### src/design/kscs_pkg.sv
// Shared types and constants for the keyword substitution cipher.
package kscs_pkg;

  localparam logic [7:0] FIRST_LETTER = 8'h61;
  localparam int QUEUE_DEPTH = 4;

  localparam logic [1:0] CMD_CLEAR  = 2'd0;
  localparam logic [1:0] CMD_KEY    = 2'd1;
  localparam logic [1:0] CMD_FINISH = 2'd2;
  localparam logic [1:0] CMD_TEXT   = 2'd3;

  localparam logic [1:0] ST_OK        = 2'd0;
  localparam logic [1:0] ST_PASS      = 2'd1;
  localparam logic [1:0] ST_NOT_READY = 2'd2;

  typedef enum logic [1:0] {
    OP_CLEAR,
    OP_KEY,
    OP_FINISH,
    OP_TEXT
  } op_t;

  typedef enum logic {
    BK_RUN,
    BK_FILL
  } bk_state_t;

  typedef struct packed {
    logic [1:0] cmd;
    logic [7:0] ch;
  } req_t;

  typedef struct packed {
    logic [7:0] out_char;
    logic [1:0] status;
  } rsp_t;

  typedef struct packed {
    op_t        op;
    logic [7:0] ch;
    logic       letter;
  } entry_t;

endpackage

### src/design/kscs_front.sv
// Front end: accepts items, decodes the command and drops keyword characters that are not letters.
module kscs_front #(
  parameter int ALPHABET_SIZE = 26
) (
  input  logic             req_valid,
  output logic             req_ready,
  input  kscs_pkg::req_t   req_item,
  output logic             push_valid,
  input  logic             push_ready,
  output kscs_pkg::entry_t push_entry
);

  logic [7:0] ch_off;
  logic       letter;
  logic       keep;

  assign ch_off = req_item.ch - kscs_pkg::FIRST_LETTER;
  assign letter = (req_item.ch >= kscs_pkg::FIRST_LETTER) &&
                  ({1'b0, ch_off} < 9'(ALPHABET_SIZE));

  always_comb begin
    push_entry.ch     = req_item.ch;
    push_entry.letter = letter;
    keep              = 1'b1;
    case (req_item.cmd)
      kscs_pkg::CMD_CLEAR:  push_entry.op = kscs_pkg::OP_CLEAR;
      kscs_pkg::CMD_KEY: begin
        push_entry.op = kscs_pkg::OP_KEY;
        keep          = letter;
      end
      kscs_pkg::CMD_FINISH: push_entry.op = kscs_pkg::OP_FINISH;
      default:              push_entry.op = kscs_pkg::OP_TEXT;
    endcase
  end

  assign push_valid = req_valid && keep;
  assign req_ready  = push_ready;

endmodule

### src/design/kscs_fifo.sv
// Short queue of decoded items between the front end and the back end.
module kscs_fifo (
  input  logic             clk,
  input  logic             rst,
  input  logic             push_valid,
  output logic             push_ready,
  input  kscs_pkg::entry_t push_entry,
  output logic             pop_valid,
  input  logic             pop_ready,
  output kscs_pkg::entry_t pop_entry
);

  localparam int PTR_W = $clog2(kscs_pkg::QUEUE_DEPTH);
  localparam int CNT_W = $clog2(kscs_pkg::QUEUE_DEPTH + 1);

  kscs_pkg::entry_t slots [kscs_pkg::QUEUE_DEPTH];
  logic [PTR_W-1:0] wr_ptr;
  logic [PTR_W-1:0] rd_ptr;
  logic [CNT_W-1:0] count;
  logic             do_push;
  logic             do_pop;

  assign push_ready = (count != CNT_W'(kscs_pkg::QUEUE_DEPTH));
  assign pop_valid  = (count != '0);
  assign pop_entry  = slots[rd_ptr];
  assign do_push    = push_valid && push_ready;
  assign do_pop     = pop_valid && pop_ready;

  always_ff @(posedge clk) begin
    if (rst) begin
      wr_ptr <= '0;
      rd_ptr <= '0;
      count  <= '0;
    end else begin
      if (do_push) begin
        wr_ptr <= wr_ptr + 1'b1;
      end
      if (do_pop) begin
        rd_ptr <= rd_ptr + 1'b1;
      end
      if (do_push && !do_pop) begin
        count <= count + 1'b1;
      end else if (do_pop && !do_push) begin
        count <= count - 1'b1;
      end
    end
  end

  always_ff @(posedge clk) begin
    if (do_push) begin
      slots[wr_ptr] <= push_entry;
    end
  end

endmodule

### src/design/kscs_back.sv
// Back end: key tables, key building, alphabet fill walk and text substitution.
module kscs_back #(
  parameter int ALPHABET_SIZE = 26
) (
  input  logic             clk,
  input  logic             rst,
  input  logic             cfg_we,
  input  logic             cfg_data,
  input  logic             pop_valid,
  output logic             pop_ready,
  input  kscs_pkg::entry_t pop_entry,
  output logic             rsp_valid,
  input  logic             rsp_ready,
  output kscs_pkg::rsp_t   rsp_item
);

  localparam int IDX_W = $clog2(ALPHABET_SIZE);
  localparam int CNT_W = $clog2(ALPHABET_SIZE + 1);
  localparam logic [IDX_W-1:0] LAST = IDX_W'(ALPHABET_SIZE - 1);

  logic [IDX_W-1:0]         fwd [ALPHABET_SIZE];
  logic [IDX_W-1:0]         inv [ALPHABET_SIZE];
  logic [ALPHABET_SIZE-1:0] used;
  logic [CNT_W-1:0]         fill;
  logic                     key_ready;
  logic                     key_ready_next;
  logic                     decrypt_mode;
  logic [IDX_W-1:0]         walk;
  logic [IDX_W-1:0]         walk_next;
  kscs_pkg::bk_state_t      state;
  kscs_pkg::bk_state_t      state_next;

  logic [7:0]       ch_off;
  logic [IDX_W-1:0] ch_idx;
  logic [IDX_W-1:0] app_idx;
  logic             app_en;
  logic             app_ok;
  logic             clear;
  logic             load_out;
  logic [IDX_W-1:0] mapped;
  kscs_pkg::rsp_t   rsp_next;

  assign ch_off = pop_entry.ch - kscs_pkg::FIRST_LETTER;
  assign ch_idx = ch_off[IDX_W-1:0];

  always_comb begin
    state_next     = state;
    walk_next      = walk;
    key_ready_next = key_ready;
    pop_ready      = 1'b0;
    app_en         = 1'b0;
    app_idx        = ch_idx;
    clear          = 1'b0;
    load_out       = 1'b0;
    case (state)
      kscs_pkg::BK_RUN: begin
        if (pop_valid) begin
          case (pop_entry.op)
            kscs_pkg::OP_CLEAR: begin
              pop_ready      = 1'b1;
              clear          = 1'b1;
              key_ready_next = 1'b0;
            end
            kscs_pkg::OP_KEY: begin
              pop_ready = 1'b1;
              app_en    = !key_ready && pop_entry.letter;
            end
            kscs_pkg::OP_FINISH: begin
              pop_ready = 1'b1;
              if (!key_ready) begin
                state_next = kscs_pkg::BK_FILL;
                walk_next  = '0;
              end
            end
            kscs_pkg::OP_TEXT: begin
              if (!rsp_valid || rsp_ready) begin
                pop_ready = 1'b1;
                load_out  = 1'b1;
              end
            end
            default: pop_ready = 1'b1;
          endcase
        end
      end
      kscs_pkg::BK_FILL: begin
        app_en    = 1'b1;
        app_idx   = walk;
        walk_next = walk + 1'b1;
        if (walk == LAST) begin
          state_next     = kscs_pkg::BK_RUN;
          key_ready_next = 1'b1;
        end
      end
      default: state_next = kscs_pkg::BK_RUN;
    endcase
  end

  assign app_ok = app_en && !used[app_idx] && (fill < CNT_W'(ALPHABET_SIZE));

  assign mapped = decrypt_mode ? inv[ch_idx] : fwd[ch_idx];

  always_comb begin
    if (!key_ready) begin
      rsp_next.out_char = pop_entry.ch;
      rsp_next.status   = kscs_pkg::ST_NOT_READY;
    end else if (!pop_entry.letter) begin
      rsp_next.out_char = pop_entry.ch;
      rsp_next.status   = kscs_pkg::ST_PASS;
    end else begin
      rsp_next.out_char = kscs_pkg::FIRST_LETTER + 8'(mapped);
      rsp_next.status   = kscs_pkg::ST_OK;
    end
  end

  always_ff @(posedge clk) begin
    if (rst) begin
      state        <= kscs_pkg::BK_RUN;
      walk         <= '0;
      key_ready    <= 1'b0;
      used         <= '0;
      fill         <= '0;
      decrypt_mode <= 1'b0;
      rsp_valid    <= 1'b0;
    end else begin
      state     <= state_next;
      walk      <= walk_next;
      key_ready <= key_ready_next;
      if (cfg_we) begin
        decrypt_mode <= cfg_data;
      end
      if (clear) begin
        used <= '0;
        fill <= '0;
      end else if (app_ok) begin
        used[app_idx] <= 1'b1;
        fill          <= fill + 1'b1;
      end
      if (load_out) begin
        rsp_valid <= 1'b1;
      end else if (rsp_ready) begin
        rsp_valid <= 1'b0;
      end
    end
  end

  always_ff @(posedge clk) begin
    if (app_ok) begin
      fwd[fill[IDX_W-1:0]] <= app_idx;
      inv[app_idx]         <= fill[IDX_W-1:0];
    end
    if (load_out) begin
      rsp_item <= rsp_next;
    end
  end

endmodule

### src/design/keyword_substitution_cipher_top.sv
// Top level of the keyword substitution cipher.
//
//  Channel | Signals                        | Moves
//  req     | req_valid, req_ready, req_item | one command item: cmd and ch
//  rsp     | rsp_valid, rsp_ready, rsp_item | one result item for each text item
//  cfg     | cfg_we, cfg_data               | decrypt_mode, registered while cfg_we is high
//
// Clear and keyword items pass the back end at one item per cycle, and text items do too
// while results are taken; an item passes through a queue slot, and its result is offered
// from the output register.
// A finish item that completes the key holds the back end while the fill walk steps through
// every letter; the four-entry queue keeps accepting items meanwhile until it is full.
// Reset is synchronous: it empties the queue and clears the key state, with no clearing pass.
// A stalled result holds in the output register; only non-text items keep running meanwhile.
module keyword_substitution_cipher_top #(
  parameter int ALPHABET_SIZE = 26
) (
  input  logic           clk,
  input  logic           rst,
  input  logic           cfg_we,
  input  logic           cfg_data,
  input  logic           req_valid,
  output logic           req_ready,
  input  kscs_pkg::req_t req_item,
  output logic           rsp_valid,
  input  logic           rsp_ready,
  output kscs_pkg::rsp_t rsp_item
);

  logic             push_valid;
  logic             push_ready;
  kscs_pkg::entry_t push_entry;
  logic             pop_valid;
  logic             pop_ready;
  kscs_pkg::entry_t pop_entry;

  kscs_front #(
    .ALPHABET_SIZE(ALPHABET_SIZE)
  ) u_front (
    .req_valid (req_valid),
    .req_ready (req_ready),
    .req_item  (req_item),
    .push_valid(push_valid),
    .push_ready(push_ready),
    .push_entry(push_entry)
  );

  kscs_fifo u_fifo (
    .clk       (clk),
    .rst       (rst),
    .push_valid(push_valid),
    .push_ready(push_ready),
    .push_entry(push_entry),
    .pop_valid (pop_valid),
    .pop_ready (pop_ready),
    .pop_entry (pop_entry)
  );

  kscs_back #(
    .ALPHABET_SIZE(ALPHABET_SIZE)
  ) u_back (
    .clk      (clk),
    .rst      (rst),
    .cfg_we   (cfg_we),
    .cfg_data (cfg_data),
    .pop_valid(pop_valid),
    .pop_ready(pop_ready),
    .pop_entry(pop_entry),
    .rsp_valid(rsp_valid),
    .rsp_ready(rsp_ready),
    .rsp_item (rsp_item)
  );

endmodule

### config.mk
export PLATFORM = sky130hd
export DESIGN_NAME = keyword_substitution_cipher_top
export DESIGN_NICKNAME = d
export VERILOG_FILES = /design/src/design/kscs_pkg.sv /design/src/design/kscs_front.sv /design/src/design/kscs_fifo.sv /design/src/design/kscs_back.sv /design/src/design/keyword_substitution_cipher_top.sv
export SDC_FILE = /design/constraint.sdc
export NUM_CORES = 1
export LEC_CHECK = 0
export BUFFER_PORTS_ARGS = -buffer_cell sky130_fd_sc_hd__buf_4
export CAP_MARGIN = 20
export CELL_PAD_IN_SITES_DETAIL_PLACEMENT = 0
export CELL_PAD_IN_SITES_GLOBAL_PLACEMENT = 1
export CORE_ASPECT_RATIO = 0.6
export CORE_UTILIZATION = 38
export DETAILED_ROUTE_END_ITERATION = 7
export HOLD_SLACK_MARGIN = 0.1
export PLACE_DENSITY_LB_ADDON = 0.1
export SLEW_MARGIN = 10
export SYNTH_ARGS = -nofsm -noshare
export SYNTH_HDL_FRONTEND = slang
export SYNTH_SLANG_ARGS = --single-unit
### constraint.sdc
create_clock -name clk -period 12.5 [get_ports clk]
set_input_delay 1.25 -clock clk [delete_from_list [all_inputs] [get_ports clk]]
set_output_delay 1.25 -clock clk [all_outputs]
set_load 0.02 [all_outputs]
# Word level (Yosys, flattened, before mapping)
# Memory sizes are Yosys's and may differ from the RTL's. A register that Yosys moved wholly into a read port is not among the register bits.
# Index checks and enable logic that the tools add are counted.
[totals]
out_inout_bits = 12
inputBits = 16
ramBits = 304
regBits = 57
n_memories = 3
word_cells = 114
[op_classes]
n_reduce_logical = 25
magnitude_cmp = 5
addsub = 9
bitwise_logic = 2
eq_ne = 12
mux = 46
[memory_table]
columns = ["name", "words", "width", "read_ports", "rd_clocked_by_memory_dff", "write_ports", "line_no", "rtl"]
rows = [
  ["u_back.fwd", 26, 5, 1, 0, 1, "kscs_back.sv:21", "logic [IDX_W-1:0] fwd [ALPHABET_SIZE];"],
  ["u_back.inv", 26, 5, 1, 0, 1, "kscs_back.sv:22", "logic [IDX_W-1:0] inv [ALPHABET_SIZE];"],
  ["u_fifo.slots", 4, 11, 1, 1, 1, "kscs_fifo.sv:16", "kscs_pkg::entry_t slots [kscs_pkg::QUEUE_DEPTH];"],
]
[op_table]
columns = ["op", "count"]
rows = [
  ["two-way mux 1 bit", 27],
  ["OR 26 bit", 1],
  ["two-way mux 5 bit", 5],
  ["two-way mux 10 bit", 2],
  ["adder 5 x 1 -> 5 bit, second input constant", 2],
  ["logical AND 1 bit", 10],
  ["inequality test 2 bit, second input constant", 5],
  ["case mux 5 bit (2 select lines)", 1],
  ["adder 7 x 5 -> 8 bit, first input constant", 1],
  [">= comparator 8 x 7 -> 1 bit, second input constant", 1],
  ["less-than comparator 8 x 5 -> 1 bit, second input constant", 1],
  ["case mux 1 bit (2 select lines)", 4],
  ["subtractor 8 x 7 -> 8 bit, second input constant", 1],
  ["== test 2 bit, second input constant", 3],
  ["less-than comparator 5 x 6 -> 1 bit, second input constant", 1],
  ["two-way mux 3 bit", 2],
  ["case mux 2 bit (3 select lines)", 1],
  ["AND reduction 3 bit", 2],
  ["binary-select mux 1 bit (select 5 bit)", 1],
  ["demux 1 bit (select 5 bit)", 1],
  ["== test 5 bit, second input constant", 1],
  [">= comparator 5 x 1 -> 1 bit, second input constant", 1],
  ["logical NOT 1 bit", 5],
  ["less-than comparator 5 bit, second input constant", 1],
  ["other kinds (14)", 19],
]

# Logic depth before layout (Yosys ltp)
[depth]
depth_word = 10
depth_mapped = 21

# Modules after synthesis
# Synthesis repeated with hierarchy kept, for this count alone.
[unflattened]
cells_unflattened = 930
hier_area_um2 = 15348.5
[by_module_without_submodules]
columns = ["module", "cells_per_inst", "n_inst", "area_each_um2", "seq_area_each_um2"]
rows = [
  ["kscs_back", 785, 1, 13012.5, 8908.5],
  ["kscs_fifo", 105, 1, 2070.7, 1501.4],
  ["kscs_front", 40, 1, 265.3, 0.0],
]

# Worst setup path before layout
# Ideal clock, no wire load.
[synth_timing]
path_kind = "reg2reg"
from = "register with a tool-made name"
to = "memory u_back.inv[24][0] (netlist bit), enable pin"
synth_period_minus_slack_ns = 4.592
stages_incl_launch_ff = 17
arrival_time_ns = 4.213
setup_time_ns = 0.378
n_path_buf = 5
required_ns = 12.122
setup_slack_ns = 7.908
path_cell_list = "dfxtp_1 mux4_2 buf_2 buf_4 buf_4 buf_2 buf_2 inv_1 ha_1 clkinv_1 mux2i_1 inv_2 mux4_2 and3_1 a21oi_1 nand3_1 a211oi_1"
[synth_lines]
columns = ["element", "line_no"]
rows = [
  ["to (decl)", "kscs_back.sv:22"],
]

==> metrics.yaml <==
worstPathArrival_ns: 5.93
status: "complete, no violations"
drive_gt1_share_pct: 16.9
cpMaxStageDelayCell: "mux4_4"
syn_nets: 979
cts_sinks: 363
layout.cells.non_filler: 1530
maxCapViolations: 0
drt-initial-drc-count: 829
slew-limit-headroom_pct: 29.6
fin_worst_skew_ns: 0.0222
cts_tree: "yes"
critPathMaxStageDelay_ns: 1.08
hpwl_um: 25000
crit_family: "simple AND/OR/NAND/NOR gates"
max_freq_mhz: 174
grt_start_max_net_pins: 43
startpoint_type: "flip-flop"
clk_pin_slew_ns: 0.06
drc_errors: 0
fill_cells: 3369
core-area_um2: 38300
avgSynthCellArea_um2: 15.8
ir_worst_vdd_mv: 0.127
dp.cells: 1460
yosysTopAreaCell: "edfxtp_1"
async_flop_share_pct: 0
wl_per_cell_um: 24.7
seq_area_frac_synth_pct: 69.3
root_buffer: "clkbuf_16"
port_buffers: 27
start_util_pct: 39.2
ioPinCount: 28
min_path_type: "reg2reg"
n_antenna_cell: 0
worst-path-max-fanout: 38
postCtsSetupBuffers: 0
die_area_um2: 40400
hold_violations: 0
die_h_um: 156
synth_top_area_share_pct: 62.8
vias_per_cell: 5.35
leakage_nw: 5.68
slew_violations: 0
wl_um: 37800
ant_nets: 0
fp-row-count: 55
first_global_vias: 8049
syn_area_um2: 15000
synthTopCellsByCount: "edfxtp_1 (314), nor2_1 (104), mux2i_1 (73), mux4_2 (56), nand2_1 (55)"
grt_overflow_total: 0
grt_pass1_wl_um: 56200
syn2layout_area_growth_pct: 13.1
yosys_most_used_dff: "edfxtp_1"
path_cells: "mux4_4 > inv_1 > ha_1 > inv_1 > xnor2_2 > buf_4 > a21boi_0 > inv_1 > buf_4 > a31oi_1 > nand3_1 > nand2_1 > nand2_1 > nor2_1"
tightestPinTransition_ns: 1.05
worst_setup_path_end_kind: "flip-flop"
clockBufferDepth: 3
gp_congestion: 0.788
yosysWarnings: 0
p_per_area_nw_per_um2: 245
required_ns: 12.67
synth.most_common_cell: "edfxtp_1"
nets: 1020
ys_ff_latch: 363
synth_area_leaders: "edfxtp_1 (63%), mux4_2 (8.4%), dfxtp_1 (6.5%)"
fin_tns_setup_ns: 0
setup_violations: 0
antenna_found_initial: 2
postCtsHoldBufs: 0
timing.final.crit_share_pct: 46.1
crit_buf_inv: 5
fin_crit_ns: 5.76
crit_type: "reg2reg"
clk_latency_ns: 0.54
ys_types: 67
crit_path_frequent_cell: "inv_1"
netlist_instances: 948
num_vias: 8187
synth-edff-count: 314
htree_levels: 2
grt_util_all_layers_pct: 19.3
rsz0062_at_grt: "no"
die_w_um: 259
numCtsBuffers: 37
cts_resized: 0
drt-pass1-iter-count: 5
-- report_power, final --
| part | switching [mW] | total (mW) | internal, mW |
|---|---|---|---|
| Clock | 0.460 | 1.08 | 0.622 |
| Combinational | 1.02 | 1.53 | 0.512 |
| Sequential | 0.0449 | 1.55 | 1.51 |
-- routing by layer --
metal | up-vias | global-route usage [%] | share of wire, %
li1 | 3752 | - | -
met1 | 4197 | 32.3 | 54
met2 | 191 | 24.9 | 39
met3 | 47 | 4.40 | 5.9
met4 | 0 | 3.63 | 1.4
met5 | - | 0 | 0
-- metrics by stage --
stage / hold slack (ns) / area, µm² / util, % / power [mW] / worst slack [ns]
CTS: 0.464 / 17000 / 44.2 / 4.21 / 6.60
floorplan: 0.432 / 15000 / - / 2.57 / 7.91
detailed placement: 0.449 / 15800 / 41.2 / 3.13 / 6.60
global route: 0.480 / 17000 / 44.3 / 4.38 / 6.26
global placement: 0.445 / 15800 / 41.2 / 3.13 / 6.67
finish: 0.461 / 17000 / 44.3 / 4.17 / 6.74
-- worst paths after layout --
path	from	endpoint	slack, ns	depth (start not counted)
hold reg to reg	u_back.used[5]	u_back.used[5]	0.46	1
setup / recovery	flip-flop	u_back.fwd[0][0]	6.74	14
hold / removal	u_back.used[5]	u_back.used[5]	0.46	1
setup reg to reg	flip-flop	u_back.fwd[0][0]	6.74	14
-- flip-flops by register name (all words and copies together) (netlist names), 2 cells and up, named ones only --
| register | flops |
|---|---|
| u_back.fwd | 130 |
| u_back.used | 26 |
| u_fifo.wr_ptr | 2 |
| u_back.rsp_item | 10 |
| u_back.fill | 5 |
| u_fifo.count | 3 |
| u_fifo.rd_ptr | 2 |
| u_back.walk | 5 |
| u_back.inv | 130 |
| u_fifo.slots | 44 |
-- area by class of cell --
class,count,area [µm²],area share [%]
Multi-Input combinational cell,514,4310,25.4
Inverter,24,90.1,0.530
Timing Repair Buffer,49,370,2.18
Tap cell,513,642,3.78
Clock buffer,52,1030,6.09
Clock inverter,15,131,0.773
Sequential cell,363,10400,61.3
-- placed cells by master, fill, tap and decap left out, types with 20 or more instances in the layout --
| master | netlist | final |
|---|---|---|
| nor2_1 | 104 | 104 |
| clkbuf_16 | 0 | 39 |
| buf_4 | 4 | 45 |
| nand2_1 | 55 | 55 |
| inv_1 | 20 | 20 |
| mux4_2 | 56 | 55 |
| mux2i_1 | 73 | 73 |
| nand3_1 | 20 | 20 |
| edfxtp_1 | 314 | 314 |
| dfxtp_1 | 49 | 49 |
-- cell families (layout without fill, tap and decap cells) --
| logic type | count (synthesis) | count (layout) | share of synthesized area (%) |
|---|---|---|---|
| compound gates | 99 | 99 | 4.64 |
| xor+xnor | 18 | 18 | 1.10 |
| fa+ha+maj | 15 | 15 | 1.30 |
| buf+inv | 71 | 140 | 2.17 |
| flops | 363 | 363 | 69.3 |
| mux | 134 | 134 | 13.8 |
| simple gates | 248 | 248 | 7.67 |
Power figures use the tool's default switching activity.
